$ cat config.mk
export PLATFORM = sky130hd
export DESIGN_NAME = periodic_timer_multiplexer
export DESIGN_NICKNAME = d
export VERILOG_FILES = /design/src/sv/ptm_pkg.sv /design/src/sv/ptm_mem.sv /design/src/sv/ptm_elapse.sv /design/src/sv/periodic_timer_multiplexer.sv
export SDC_FILE = /design/constraint.sdc
export NUM_CORES = 2
export LEC_CHECK = 0
export BUFFER_PORTS_ARGS = -buffer_cell sky130_fd_sc_hd__buf_4
export CORE_AREA = 2 2 352 528
export DETAILED_ROUTE_END_ITERATION = 7
export DIE_AREA = 0 0 354 530
export GPL_TIMING_DRIVEN = 0
export SLEW_MARGIN = 20
export SYNTH_ARGS = -nofsm -noshare
export SYNTH_HDL_FRONTEND = slang
export SYNTH_SLANG_ARGS = --single-unit
$ cat constraint.sdc
create_clock -name clock -period 11.3 [get_ports clock]
set_input_delay 1.695 -clock clock [delete_from_list [all_inputs] [get_ports clock]]
set_output_delay 1.695 -clock clock [all_outputs]
set_load 0.01 [all_outputs]
$ cat src/sv/ptm_pkg.sv
// Package with the shared request codes and sequencer states of the periodic timer multiplexer.
package ptm_pkg;

   // Request codes carried by req_type.
   typedef enum logic [1:0] {
      REQ_ADD    = 2'd0,
      REQ_REMOVE = 2'd1,
      REQ_ELAPSE = 2'd2,
      REQ_NOP    = 2'd3
   } req_code_type;

   // Sequencer states.
   typedef enum logic [1:0] {
      ST_IDLE,
      ST_SCAN,
      ST_ADD,
      ST_DONE
   } seq_state_type;

endpackage

$ cat src/sv/ptm_mem.sv
// Slot memory holding period and remaining time, one write port and one registered read port.
module ptm_mem #(
   parameter int DEPTH  = 16,
   parameter int ADDR_W = 4,
   parameter int DATA_W = 65
) (
   input  logic              clock,
   input  logic              wr_en,
   input  logic [ADDR_W-1:0] wr_addr,
   input  logic [DATA_W-1:0] wr_data,
   input  logic [ADDR_W-1:0] rd_addr,
   output logic [DATA_W-1:0] rd_data
);

   logic [DATA_W-1:0] mem_ff [DEPTH];
   logic [DATA_W-1:0] rd_data_ff;

   // Write port.
   always_ff @(posedge clock) begin
      if (wr_en) begin
         mem_ff[wr_addr] <= wr_data;
      end
   end

   // Registered read port.
   always_ff @(posedge clock) begin
      rd_data_ff <= mem_ff[rd_addr];
   end

   assign rd_data = rd_data_ff;

endmodule

$ cat src/sv/ptm_elapse.sv
// Per-slot elapse arithmetic: subtract with saturation, expiry test and period reload.
module ptm_elapse #(
   parameter int TIME_BITS = 32
) (
   input  logic [TIME_BITS:0]   remaining,
   input  logic [TIME_BITS-1:0] period,
   input  logic [TIME_BITS-1:0] elapsed,
   output logic [TIME_BITS:0]   remaining_next,
   output logic                 fire
);

   localparam int REM_W  = TIME_BITS + 1;
   localparam int DIFF_W = TIME_BITS + 2;

   logic [DIFF_W-1:0] diff;
   logic              below_floor;
   logic [REM_W-1:0]  clamped;

   // Remaining time is signed; the difference gets one guard bit.
   assign diff = {remaining[TIME_BITS], remaining} - {2'b00, elapsed};

   // The result drops below the most negative value when the two top bits disagree.
   assign below_floor = diff[DIFF_W-1] & ~diff[DIFF_W-2];
   assign clamped     = below_floor ? {1'b1, {TIME_BITS{1'b0}}} : diff[REM_W-1:0];

   // A slot at zero or below fires and gets its period back.
   assign fire           = clamped[TIME_BITS] | (clamped == '0);
   assign remaining_next = fire ? (clamped + {1'b0, period}) : clamped;

endmodule

$ cat src/sv/periodic_timer_multiplexer.sv
// Top level of the periodic timer multiplexer: request sequencer, slot scan and result register.
//
//   Channel   Handshake              Payload
//   req       req_valid / req_stall  req_type, req_slot, req_period_ns, req_elapsed_ns
//   rsp       rsp_valid / rsp_stall  rsp_fired_mask, rsp_shortest_ns, rsp_has_shortest,
//                                    rsp_slot_found
//
// One item at a time: a no-op, a miss or a remove without rescan goes from the accept to DONE,
// which loads the result register; an add without rescan passes through ADD first. An elapse,
// and a remove that frees the shortest slot, walk the slot memory one entry a cycle, set by its
// single read port; an add that frees it then passes through ADD. IDLE follows each item.
// Reset is synchronous and clears valid bits, the shortest-period record and all handshakes.
// A stalled result holds in its register; the item behind it finishes and waits for the register.
module periodic_timer_multiplexer #(
   parameter int SLOTS     = 16,
   parameter int TIME_BITS = 32
) (
   input  logic        clock,
   input  logic        reset,
   input  logic        req_valid,
   output logic        req_stall,
   input  logic [1:0]  req_type,
   input  logic [3:0]  req_slot,
   input  logic [31:0] req_period_ns,
   input  logic [31:0] req_elapsed_ns,
   output logic        rsp_valid,
   input  logic        rsp_stall,
   output logic [15:0] rsp_fired_mask,
   output logic [31:0] rsp_shortest_ns,
   output logic        rsp_has_shortest,
   output logic        rsp_slot_found
);

   import ptm_pkg::*;

   localparam int IDX_W  = (SLOTS > 1) ? $clog2(SLOTS) : 1;
   localparam int CNT_W  = IDX_W + 1;
   localparam int REM_W  = TIME_BITS + 1;
   localparam int WORD_W = TIME_BITS + REM_W;

   // Control and state registers.
   seq_state_type        state_ff, state_in;
   req_code_type         op_ff, op_in;
   logic [SLOTS-1:0]     valid_ff, valid_in;
   logic [TIME_BITS-1:0] min_period_ff, min_period_in;
   logic [IDX_W-1:0]     min_slot_ff, min_slot_in;
   logic                 min_valid_ff, min_valid_in;
   logic [CNT_W-1:0]     cnt_ff, cnt_in;
   logic                 rd_vld_ff, rd_vld_in;
   logic [IDX_W-1:0]     rd_idx_ff, rd_idx_in;
   logic                 rsp_valid_ff, rsp_valid_in;

   // Item registers.
   logic [IDX_W-1:0]     slot_ff, slot_in;
   logic [TIME_BITS-1:0] period_ff, period_in;
   logic [TIME_BITS-1:0] elapsed_ff, elapsed_in;
   logic [SLOTS-1:0]     fired_ff, fired_in;
   logic                 found_ff, found_in;

   // Result registers.
   logic [15:0]          fired_mask_ff, fired_mask_in;
   logic [31:0]          shortest_ff, shortest_in;
   logic                 has_shortest_ff, has_shortest_in;
   logic                 slot_found_ff, slot_found_in;

   // Memory port signals.
   logic                 mem_we;
   logic [IDX_W-1:0]     mem_waddr;
   logic [WORD_W-1:0]    mem_wdata;
   logic [IDX_W-1:0]     mem_raddr;
   logic [WORD_W-1:0]    mem_rdata;
   logic [TIME_BITS-1:0] rd_period;
   logic [REM_W-1:0]     rd_rem;
   logic [REM_W-1:0]     new_rem;
   logic                 new_fire;

   // Request decode.
   logic [6:0]           slot_ext;
   logic                 slot_ok;
   logic [IDX_W-1:0]     req_idx;
   logic                 req_hit;
   logic                 min_hit;
   logic [63:0]          period_wide;
   logic [63:0]          elapsed_wide;
   logic [TIME_BITS-1:0] period_t;
   logic [TIME_BITS-1:0] elapsed_t;
   logic [63:0]          fired_wide;
   logic [63:0]          shortest_wide;

   assign slot_ext     = {3'b000, req_slot};
   assign slot_ok      = slot_ext < 7'(SLOTS);
   assign req_idx      = slot_ext[IDX_W-1:0];
   assign req_hit      = slot_ok && valid_ff[req_idx];
   assign min_hit      = req_hit && min_valid_ff && (min_slot_ff == req_idx);
   assign period_wide  = 64'(req_period_ns);
   assign elapsed_wide = 64'(req_elapsed_ns);
   assign period_t     = period_wide[TIME_BITS-1:0];
   assign elapsed_t    = elapsed_wide[TIME_BITS-1:0];
   assign fired_wide   = 64'(fired_ff);
   assign shortest_wide = 64'(min_period_ff);

   assign rd_period = mem_rdata[WORD_W-1:REM_W];
   assign rd_rem    = mem_rdata[REM_W-1:0];

   // Slot memory: period in the upper field, signed remaining time in the lower.
   ptm_mem #(
      .DEPTH  (SLOTS),
      .ADDR_W (IDX_W),
      .DATA_W (WORD_W)
   ) u_mem (
      .clock   (clock),
      .wr_en   (mem_we),
      .wr_addr (mem_waddr),
      .wr_data (mem_wdata),
      .rd_addr (mem_raddr),
      .rd_data (mem_rdata)
   );

   // Elapse arithmetic on the entry read in the previous cycle.
   ptm_elapse #(
      .TIME_BITS (TIME_BITS)
   ) u_elapse (
      .remaining      (rd_rem),
      .period         (rd_period),
      .elapsed        (elapsed_ff),
      .remaining_next (new_rem),
      .fire           (new_fire)
   );

   // Sequencer: next state, memory access and result loading.
   always_comb begin
      state_in        = state_ff;
      op_in           = op_ff;
      valid_in        = valid_ff;
      min_period_in   = min_period_ff;
      min_slot_in     = min_slot_ff;
      min_valid_in    = min_valid_ff;
      cnt_in          = cnt_ff;
      rd_vld_in       = 1'b0;
      rd_idx_in       = rd_idx_ff;
      slot_in         = slot_ff;
      period_in       = period_ff;
      elapsed_in      = elapsed_ff;
      fired_in        = fired_ff;
      found_in        = found_ff;
      fired_mask_in   = fired_mask_ff;
      shortest_in     = shortest_ff;
      has_shortest_in = has_shortest_ff;
      slot_found_in   = slot_found_ff;
      rsp_valid_in    = rsp_valid_ff & rsp_stall;
      mem_we          = 1'b0;
      mem_waddr       = rd_idx_ff;
      mem_wdata       = {rd_period, new_rem};
      mem_raddr       = cnt_ff[IDX_W-1:0];
      req_stall       = (state_ff != ST_IDLE);

      case (state_ff)
         ST_IDLE: begin
            if (req_valid) begin
               op_in      = req_code_type'(req_type);
               slot_in    = req_idx;
               period_in  = period_t;
               elapsed_in = elapsed_t;
               found_in   = 1'b1;
               fired_in   = '0;
               cnt_in     = '0;
               state_in   = ST_DONE;
               case (op_in)
                  REQ_ADD: begin
                     if (slot_ok) begin
                        // Load the entry now; the slot stays free until any rescan is over.
                        mem_we            = 1'b1;
                        mem_waddr         = req_idx;
                        mem_wdata         = {period_t, 1'b0, period_t};
                        valid_in[req_idx] = 1'b0;
                        if (min_hit) begin
                           min_period_in = '1;
                           min_slot_in   = '0;
                           min_valid_in  = 1'b0;
                           state_in      = ST_SCAN;
                        end else begin
                           state_in = ST_ADD;
                        end
                     end
                  end
                  REQ_REMOVE: begin
                     if (req_hit) begin
                        valid_in[req_idx] = 1'b0;
                        if (min_hit) begin
                           min_period_in = '1;
                           min_slot_in   = '0;
                           min_valid_in  = 1'b0;
                           state_in      = ST_SCAN;
                        end
                     end else begin
                        found_in = 1'b0;
                     end
                  end
                  REQ_ELAPSE: begin
                     state_in = ST_SCAN;
                  end
                  default: begin
                  end
               endcase
            end
         end

         ST_SCAN: begin
            // Issue one read per cycle.
            if (cnt_ff < CNT_W'(SLOTS)) begin
               rd_vld_in = 1'b1;
               rd_idx_in = cnt_ff[IDX_W-1:0];
               cnt_in    = cnt_ff + 1'b1;
            end
            // Handle the entry read in the previous cycle.
            if (rd_vld_ff && valid_ff[rd_idx_ff]) begin
               if (op_ff == REQ_ELAPSE) begin
                  mem_we              = 1'b1;
                  fired_in[rd_idx_ff] = new_fire;
               end else if (rd_period <= min_period_ff) begin
                  // Minimum search; a tie goes to the later slot.
                  min_period_in = rd_period;
                  min_slot_in   = rd_idx_ff;
                  min_valid_in  = 1'b1;
               end
            end
            if (!rd_vld_ff && (cnt_ff == CNT_W'(SLOTS))) begin
               state_in = (op_ff == REQ_ADD) ? ST_ADD : ST_DONE;
            end
         end

         ST_ADD: begin
            // Occupy the slot and take its period if it is the new shortest.
            valid_in[slot_ff] = 1'b1;
            if (!min_valid_ff || (period_ff < min_period_ff)) begin
               min_period_in = period_ff;
               min_slot_in   = slot_ff;
               min_valid_in  = 1'b1;
            end
            state_in = ST_DONE;
         end

         ST_DONE: begin
            if (!rsp_valid_ff || !rsp_stall) begin
               rsp_valid_in    = 1'b1;
               fired_mask_in   = fired_wide[15:0];
               shortest_in     = shortest_wide[31:0];
               has_shortest_in = min_valid_ff;
               slot_found_in   = found_ff;
               state_in        = ST_IDLE;
            end
         end

         default: begin
            state_in = ST_IDLE;
         end
      endcase
   end

   // Control registers.
   always_ff @(posedge clock) begin
      if (reset) begin
         state_ff      <= ST_IDLE;
         op_ff         <= REQ_NOP;
         valid_ff      <= '0;
         min_period_ff <= '1;
         min_slot_ff   <= '0;
         min_valid_ff  <= 1'b0;
         cnt_ff        <= '0;
         rd_vld_ff     <= 1'b0;
         rsp_valid_ff  <= 1'b0;
      end else begin
         state_ff      <= state_in;
         op_ff         <= op_in;
         valid_ff      <= valid_in;
         min_period_ff <= min_period_in;
         min_slot_ff   <= min_slot_in;
         min_valid_ff  <= min_valid_in;
         cnt_ff        <= cnt_in;
         rd_vld_ff     <= rd_vld_in;
         rsp_valid_ff  <= rsp_valid_in;
      end
   end

   // Payload registers.
   always_ff @(posedge clock) begin
      rd_idx_ff       <= rd_idx_in;
      slot_ff         <= slot_in;
      period_ff       <= period_in;
      elapsed_ff      <= elapsed_in;
      fired_ff        <= fired_in;
      found_ff        <= found_in;
      fired_mask_ff   <= fired_mask_in;
      shortest_ff     <= shortest_in;
      has_shortest_ff <= has_shortest_in;
      slot_found_ff   <= slot_found_in;
   end

   assign rsp_valid        = rsp_valid_ff;
   assign rsp_fired_mask   = fired_mask_ff;
   assign rsp_shortest_ns  = shortest_ff;
   assign rsp_has_shortest = has_shortest_ff;
   assign rsp_slot_found   = slot_found_ff;

`ifndef SYNTH
   // Between items the recorded shortest slot is occupied.
   a_min_slot_valid: assert property (@(posedge clock) disable iff (reset)
      (state_ff == ST_IDLE && min_valid_ff) |-> valid_ff[min_slot_ff])
      else $error("shortest slot is not occupied");

   // With no shortest held, the shortest period reads as all ones.
   a_min_empty_ones: assert property (@(posedge clock) disable iff (reset)
      (state_ff == ST_IDLE && !min_valid_ff) |-> (&min_period_ff))
      else $error("empty shortest record is not all ones");

   // Read data is only consumed inside a scan.
   a_read_in_scan: assert property (@(posedge clock) disable iff (reset)
      rd_vld_ff |-> (state_ff == ST_SCAN))
      else $error("memory read outstanding outside a scan");

   // An accepted item always starts work.
   a_accept_busy: assert property (@(posedge clock) disable iff (reset)
      (req_valid && !req_stall) |=> (state_ff != ST_IDLE))
      else $error("accepted item did not leave idle");
`endif

endmodule
Yosys cells after proc, flatten, opt, wreduce, memory -nomap -nowiden
Memories as Yosys holds them, arrays and structs flattened. A register that Yosys moved wholly into a read port is not among the register bits.
Cells that the tools add are included.
{"block": "op_classes", "n_addsub": 3, "order_cmp": 10, "eq_ne": 20, "muxes": 85, "bitwise_logic": 8, "n_reduce_logical": 31}
{"op": "$mux W65", "n": 4}
{"op": "$mux W32", "n": 8}
{"op": "$mux W16", "n": 6}
{"op": "$pmux W16 S2", "n": 3}
{"op": "$pmux W32 S3", "n": 1}
{"op": "$mux W33", "n": 2}
{"op": "$pmux W32 S2", "n": 1}
{"op": "$mux W4", "n": 12}
{"op": "$sub A33 B33 Y34", "n": 1}
{"op": "$add A33 B32 Y33", "n": 1}
{"op": "$logic_not A33 Y1", "n": 1}
{"op": "$le A32 B32 Y1", "n": 1}
{"op": "$lt A32 B32 Y1", "n": 1}
{"op": "$mux W1", "n": 25}
{"op": "$lt A4 B5 Y1 const B", "n": 4}
{"op": "$ne A2 B2 Y1 const B", "n": 9}
{"op": "$and A16 B16 Y16", "n": 1}
{"op": "$bwmux W16", "n": 1}
{"op": "$not A16 Y16", "n": 1}
{"op": "$or A16 B16 Y16", "n": 1}
{"op": "$mux W2", "n": 7}
{"op": "$demux W1 S4", "n": 3}
{"op": "$ge A4 B1 Y1 const B", "n": 3}
{"op": "$pmux W4 S3", "n": 1}
{"op": "other kinds (31)", "n": 59}
{"block": "totals", "regBits": 203, "mem_bits_rw": 1040, "in_bits": 74, "n_memories": 1}
{"name": "u_mem.mem_ff", "depth": 16, "word_bits": 65, "rd": 1, "rd_clocked_by_memory_dff": 1, "write_ports": 1, "line": "ptm_mem.sv:15", "rtl": "logic [DATA_W-1:0] mem_ff [DEPTH];"}

Longest topological paths before layout
{"block": "logic_depth", "word_depth": 11, "depth_mapped": 28}

Cells and area by module
A second synthesis with hierarchy kept.
{"block": "unflattened", "cells_unflattened": 3201, "hier_area_um2": 54572.3}
{"module": "ptm_mem", "n_inst": 1, "cells_per_inst": 1673, "area_per_inst_um2": 40243.6}
{"module": "periodic_timer_multiplexer", "n_inst": 1, "cells_per_inst": 958, "area_per_inst_um2": 10276.1}
{"module": "ptm_elapse", "n_inst": 1, "cells_per_inst": 570, "area_per_inst_um2": 4052.6}

Least setup slack after synthesis
Ideal clock, no wire load.
{"block": "synth_timing", "kind": "input-to-reg", "from": "in req_valid", "to": "mem u_mem.mem_ff[10][0] (enable)", "t_arrival_ps": 6737, "t_required_ps": 10811, "path_slack_ps": 4075, "path_stages": 7, "n_path_buf": 1, "path_cell_list": "nand2_1 -> inv_1 -> nand2_1 -> clkbuf_1 -> o21ai_0 -> o21ai_0 -> nor2_1"}
{"block": "synth_between", "elab_chain_cells": 4}
{"item": "from (decl)", "line": "periodic_timer_multiplexer.sv:20", "rtl": "input logic req_valid,"}
{"item": "$mux W1", "line": "periodic_timer_multiplexer.sv:159", "rtl": "if (req_valid) begin"}
{"item": "$pmux W1 S2", "line": "periodic_timer_multiplexer.sv:157", "rtl": "case (state_ff)"}
{"item": "$mux W1", "line": "ptm_mem.sv:20", "rtl": "if (wr_en) begin"}
{"item": "$mux W1 (not written as such)", "line": "ptm_mem.sv:21", "rtl": "mem_ff[wr_addr] <= wr_data;"}
{"item": "to (decl)", "line": "ptm_mem.sv:15"}
Parallel ways exist; a longest one is shown, timed or not.

Final worst setup path
{"block": "layout_timing", "from": "reg elapsed_ff[0]", "to": "mem u_mem.mem_ff[9][31], data pin"}
{"block": "layout_between", "elab_chain_cells": 11}
{"item": "from (decl)", "line": "periodic_timer_multiplexer.sv:56", "rtl": "logic [TIME_BITS-1:0] elapsed_ff, elapsed_in;"}
{"item": "from (signal assigned)", "line": "periodic_timer_multiplexer.sv:290", "rtl": "elapsed_ff <= elapsed_in;"}
{"item": "$sub A33 B33 Y34 *", "line": "ptm_elapse.sv:20", "rtl": "assign diff = {remaining[TIME_BITS], remaining} - {2'b00, elapsed};"}
{"item": "$not A1 Y1", "line": "ptm_elapse.sv:23", "rtl": "assign below_floor = diff[DIFF_W-1] & ~diff[DIFF_W-2];"}
{"item": "$and A1 B1 Y1", "line": "ptm_elapse.sv:23"}
{"item": "$mux W33 *", "line": "ptm_elapse.sv:24", "rtl": "assign clamped = below_floor ? {1'b1, {TIME_BITS{1'b0}}} : diff[REM_W-1:0];"}
{"item": "branches (longest 2 deep; another with $add A33 B32 Y33)"}
{"item": "$mux W33 *", "line": "ptm_elapse.sv:28", "rtl": "assign remaining_next = fire ? (clamped + {1'b0, period}) : clamped;"}
{"item": "$mux W65", "line": "periodic_timer_multiplexer.sv:170", "rtl": "if (slot_ok) begin"}
{"item": "$mux W65", "line": "periodic_timer_multiplexer.sv:168", "rtl": "case (op_in)"}
{"item": "$mux W65", "line": "periodic_timer_multiplexer.sv:159"}
{"item": "$mux W65 *", "line": "periodic_timer_multiplexer.sv:157"}
{"item": "named net mem_wdata[31]", "line": "periodic_timer_multiplexer.sv:69", "rtl": "logic [WORD_W-1:0] mem_wdata;"}
Mark *: on every way through the listed nets, which the timed path passes.

==> impl_metrics.py <==
metrics = {
    "status": {
        "status": "completed",
    },
    "layout": {
        "final.fill_count": 17300,
        "multi_input_area_mm2": 0.0160,
        "area.growth.synth_to_final_pct": 18.7,
        "seq_area_mm2": 0.0380,
        "design_area_mm2": 0.0648,
        "final_cell_mix": "edfxtp_1, mux4_2, nor2_1",
        "final_common_cell": "edfxtp_1",
        "num-nets-final": 3674,
        "post-route-util_pct": 35.3,
        "drive_above_1_share_pct": 23.6,
    },
    "route": {
        "route.detailed.drc": 0,
        "drt-total-wl_um": 165000,
        "vias": 31100,
        "avgViaCountPerCell": 5.19,
        "final_antenna_net_count": 0,
        "drt_iter0_drc": 2980,
        "firstDrtPassIters": 5,
        "wl_per_cell_um": 27.5,
    },
    "clock_network": {
        "post_cts_resized": 0,
        "cts_tree": "done",
        "htree_levels": 3,
        "cts_setup_buffers": 0,
        "clock_latency_ns": 0.76,
        "clk_pin_slew_ns": 0.07,
        "cts-hold-fix-buffers": 0,
        "cts_buffers": 113,
        "clock_path_buffers": 3,
        "cts.sinks": 1308,
        "cts_root_buf": "clkbuf_16",
    },
    "setup_path": {
        "crit_start": "elapsed_ff[0]",
        "crit_family": "compound AO/OA/AOI/OAI gates",
        "end_kind": "flip-flop",
        "crit_slowest_cell": "a2111oi_0",
        "critPathLaunchType": "flip-flop",
        "worst_ep_required_time_ns": 11.68,
        "cpPeakStageDelay_ns": 0.90,
        "reg2reg_slack_ns": 3.06,
        "r2r_end": "u_mem.mem_ff[9][31]",
        "path_depth": 26,
        "reg2reg_depth": 26,
        "cp.arrival_ns": 8.62,
        "cp_max_fo": 16,
        "critical_path_class": "reg -> reg",
        "cp_num_buf_inv": 3,
        "crit_top_cell": "a21o_1",
        "worstSetupEndpoint": "u_mem.mem_ff[9][31]",
        "reg2reg_from": "elapsed_ff[0]",
    },
    "sta": {
        "setup_violations": 0,
        "clock.fmax_mhz": 121,
        "fin_skew_ns": 0.0318,
        "slew_headroom_pct": 18.8,
        "tightestPinTransition_ns": 1.22,
        "setup_ws_ns": 3.06,
        "tns_ns": 0,
        "fin_crit_ns": 8.24,
        "slew_violations": 0,
        "post-route-period-util_pct": 73.0,
        "final-hold-violation-count": 0,
        "rsz0062_at_grt": "false",
    },
    "die": {
        "start_util_pct": 29.8,
        "dieArea_mm2": 0.188,
        "fp.dieH_um": 530,
        "core-area_mm2": 0.184,
        "ios": 126,
        "row_count": 193,
        "dieWidth_um": 354,
    },
    "grt": {
        "antenna_found_initial": 19,
        "use_met3_pct": 3.52,
        "grt_pass1_wl_um": 231000,
        "grt-ovfl-total": 0,
        "top_usage_layer": "met2",
        "met2_usage_pct": 29.7,
        "grt_use_total_pct": 17.2,
        "grt_max_degree": 46,
        "grt_pass1_vias": 31200,
        "use_met1_pct": 21.0,
    },
    "power_and_ir_drop": {
        "leakage_uw": 0.0213,
        "peakVddDrop_v": 0.000169,
        "cellPowerDensity_mw_per_mm2": 229,
    },
    "synthesis": {
        "syn_nets": 3338,
        "synthCells": 3126,
        "syn_avg_cell_area_um2": 17.5,
        "synth_seq_cells": 1308,
        "synthFlopType": "edfxtp_1",
        "yosysTopAreaCell": "edfxtp_1",
        "synth_edf_count": 1179,
        "yosys_warnings": 0,
        "synth_top_area_share_pct": 64.8,
        "async_flop_share_pct": 0,
        "syn_area_mm2": 0.0546,
        "netlist_top_cells_area": "edfxtp_1, mux4_2, dfxtp_1",
        "ys_seq_area_share_pct": 69.6,
        "ys_types": 83,
    },
    "place": {
        "dp_slack_ns": 3.28,
        "gp_congestion": 0.925,
        "placed_cell_area_mm2": 0.0610,
        "numPortBuffers": 124,
        "dp_hpwl_um": 121000,
    },
    "hold_path": {
        "holdCritPathClass": "reg -> reg",
    },
    "run": {
        "cap_viol_max_count": 0,
    },
}
[through the flow]
stage               hold slack, ns  power, µW  std cells
floorplan                    0.400       9080       3126
global placement             0.409      10600       5687
detailed placement           0.408      10900       5784
CTS                          0.426      14900       5995
global route                 0.440      15400       5996
finish                       0.426      14800       5997
[worst register-to-register path, stage by stage (launching register included)]
cell       delay, ns
edfxtp_1        0.46
ha_1            0.25
inv_1           0.07
fa_1            0.22
a21o_1          0.19
a311oi_2        0.17
nor3_2          0.53
o211ai_2        0.15
a21o_1          0.24
a311oi_2        0.40
a21boi_1        0.22
a21o_1          0.11
buf_6           0.14
clkbuf_1        0.48
nor2_1          0.13
ha_1            0.38
o21ai_0         0.17
o21ai_0         0.40
a32oi_1         0.20
o211ai_1        0.28
nand2_1         0.14
a2111oi_0       0.90
a2111oi_0       0.18
nor3_1          0.32
xor2_1          0.24
nor3_1          0.08
nor2_1          0.86
[final cells by class]
type | count | share of cell area (%)
flip-flops and latches | 1308 | 58.6
clock inverters | 77 | 1.19
plain buffers | 154 | 1.01
inverters | 101 | 0.593
clock buffers | 134 | 4.60
diodes | 2 | 0.00772
multi-input cells | 1563 | 24.6
repair buffers | 221 | 4.68
well taps | 2437 | 4.70
[logic make-up after synthesis]
family,Yosys count,synth area share (%)
buffers and inverters,255,1.82
AOI/OAI and AO/OA,489,6.08
and+or+nand+nor,542,4.59
DFF,1308,69.6
xor gates and xnor gates,53,0.850
adders and majority gates,138,3.19
muxes,341,13.9
[state kept, by name (all words and copies together), names as in the netlist, 5 cells and up]
signal           count
u_mem.rd_data       65
u_mem.mem_ff      1040
period_ff           32
valid_ff            16
fired_ff            16
cnt_ff               5
rsp_shortest_ns     32
elapsed_ff          32
min_period_ff       32
rsp_fired_mask      16
[metal layers]
layer | vias up | routed length, µm
li1 | 13300 | -
met1 | 16200 | 63700
met2 | 1279 | 81600
met3 | 326 | 11900
met4 | 26 | 7350
met5 | - | 154
[cells in the mapped netlist, types with 21 or more instances]
library cell  instances
xor2_1               28
nand3_1              24
dfxtp_1             129
a21oi_1             147
inv_1               101
nor2_1              191
ha_1                136
edfxtp_1           1179
buf_1                28
o21ai_0              96
xnor2_1              25
nand2b_1             21
a21o_1               40
clkbuf_1            118
nor3_1               36
nand4_1              30
mux4_2              335
a221o_1              32
nand2_1             164
[report_power, final]
| group | leakage [µW] | switching, µW | internal, µW | total [µW] |
|---|---|---|---|---|
| clock | 0.00182 | 1800 | 2160 | 3960 |
| combinational | 0.00780 | 2870 | 1310 | 4180 |
| sequential | 0.0117 | 168 | 6510 | 6680 |
[worst min path at each step]
stage | slack, ns | end | start | cells past startpoint
global placement | 0.41 | rsp_slot_found | found_ff | 0
finish | 0.43 | rsp_slot_found | found_ff | 0
global route | 0.44 | rsp_slot_found | found_ff | 0
detailed placement | 0.41 | rsp_slot_found | found_ff | 0
CTS | 0.43 | rsp_slot_found | found_ff | 0
floorplan | 0.40 | rsp_slot_found | found_ff | 0
Power figures use the tool's default switching activity.
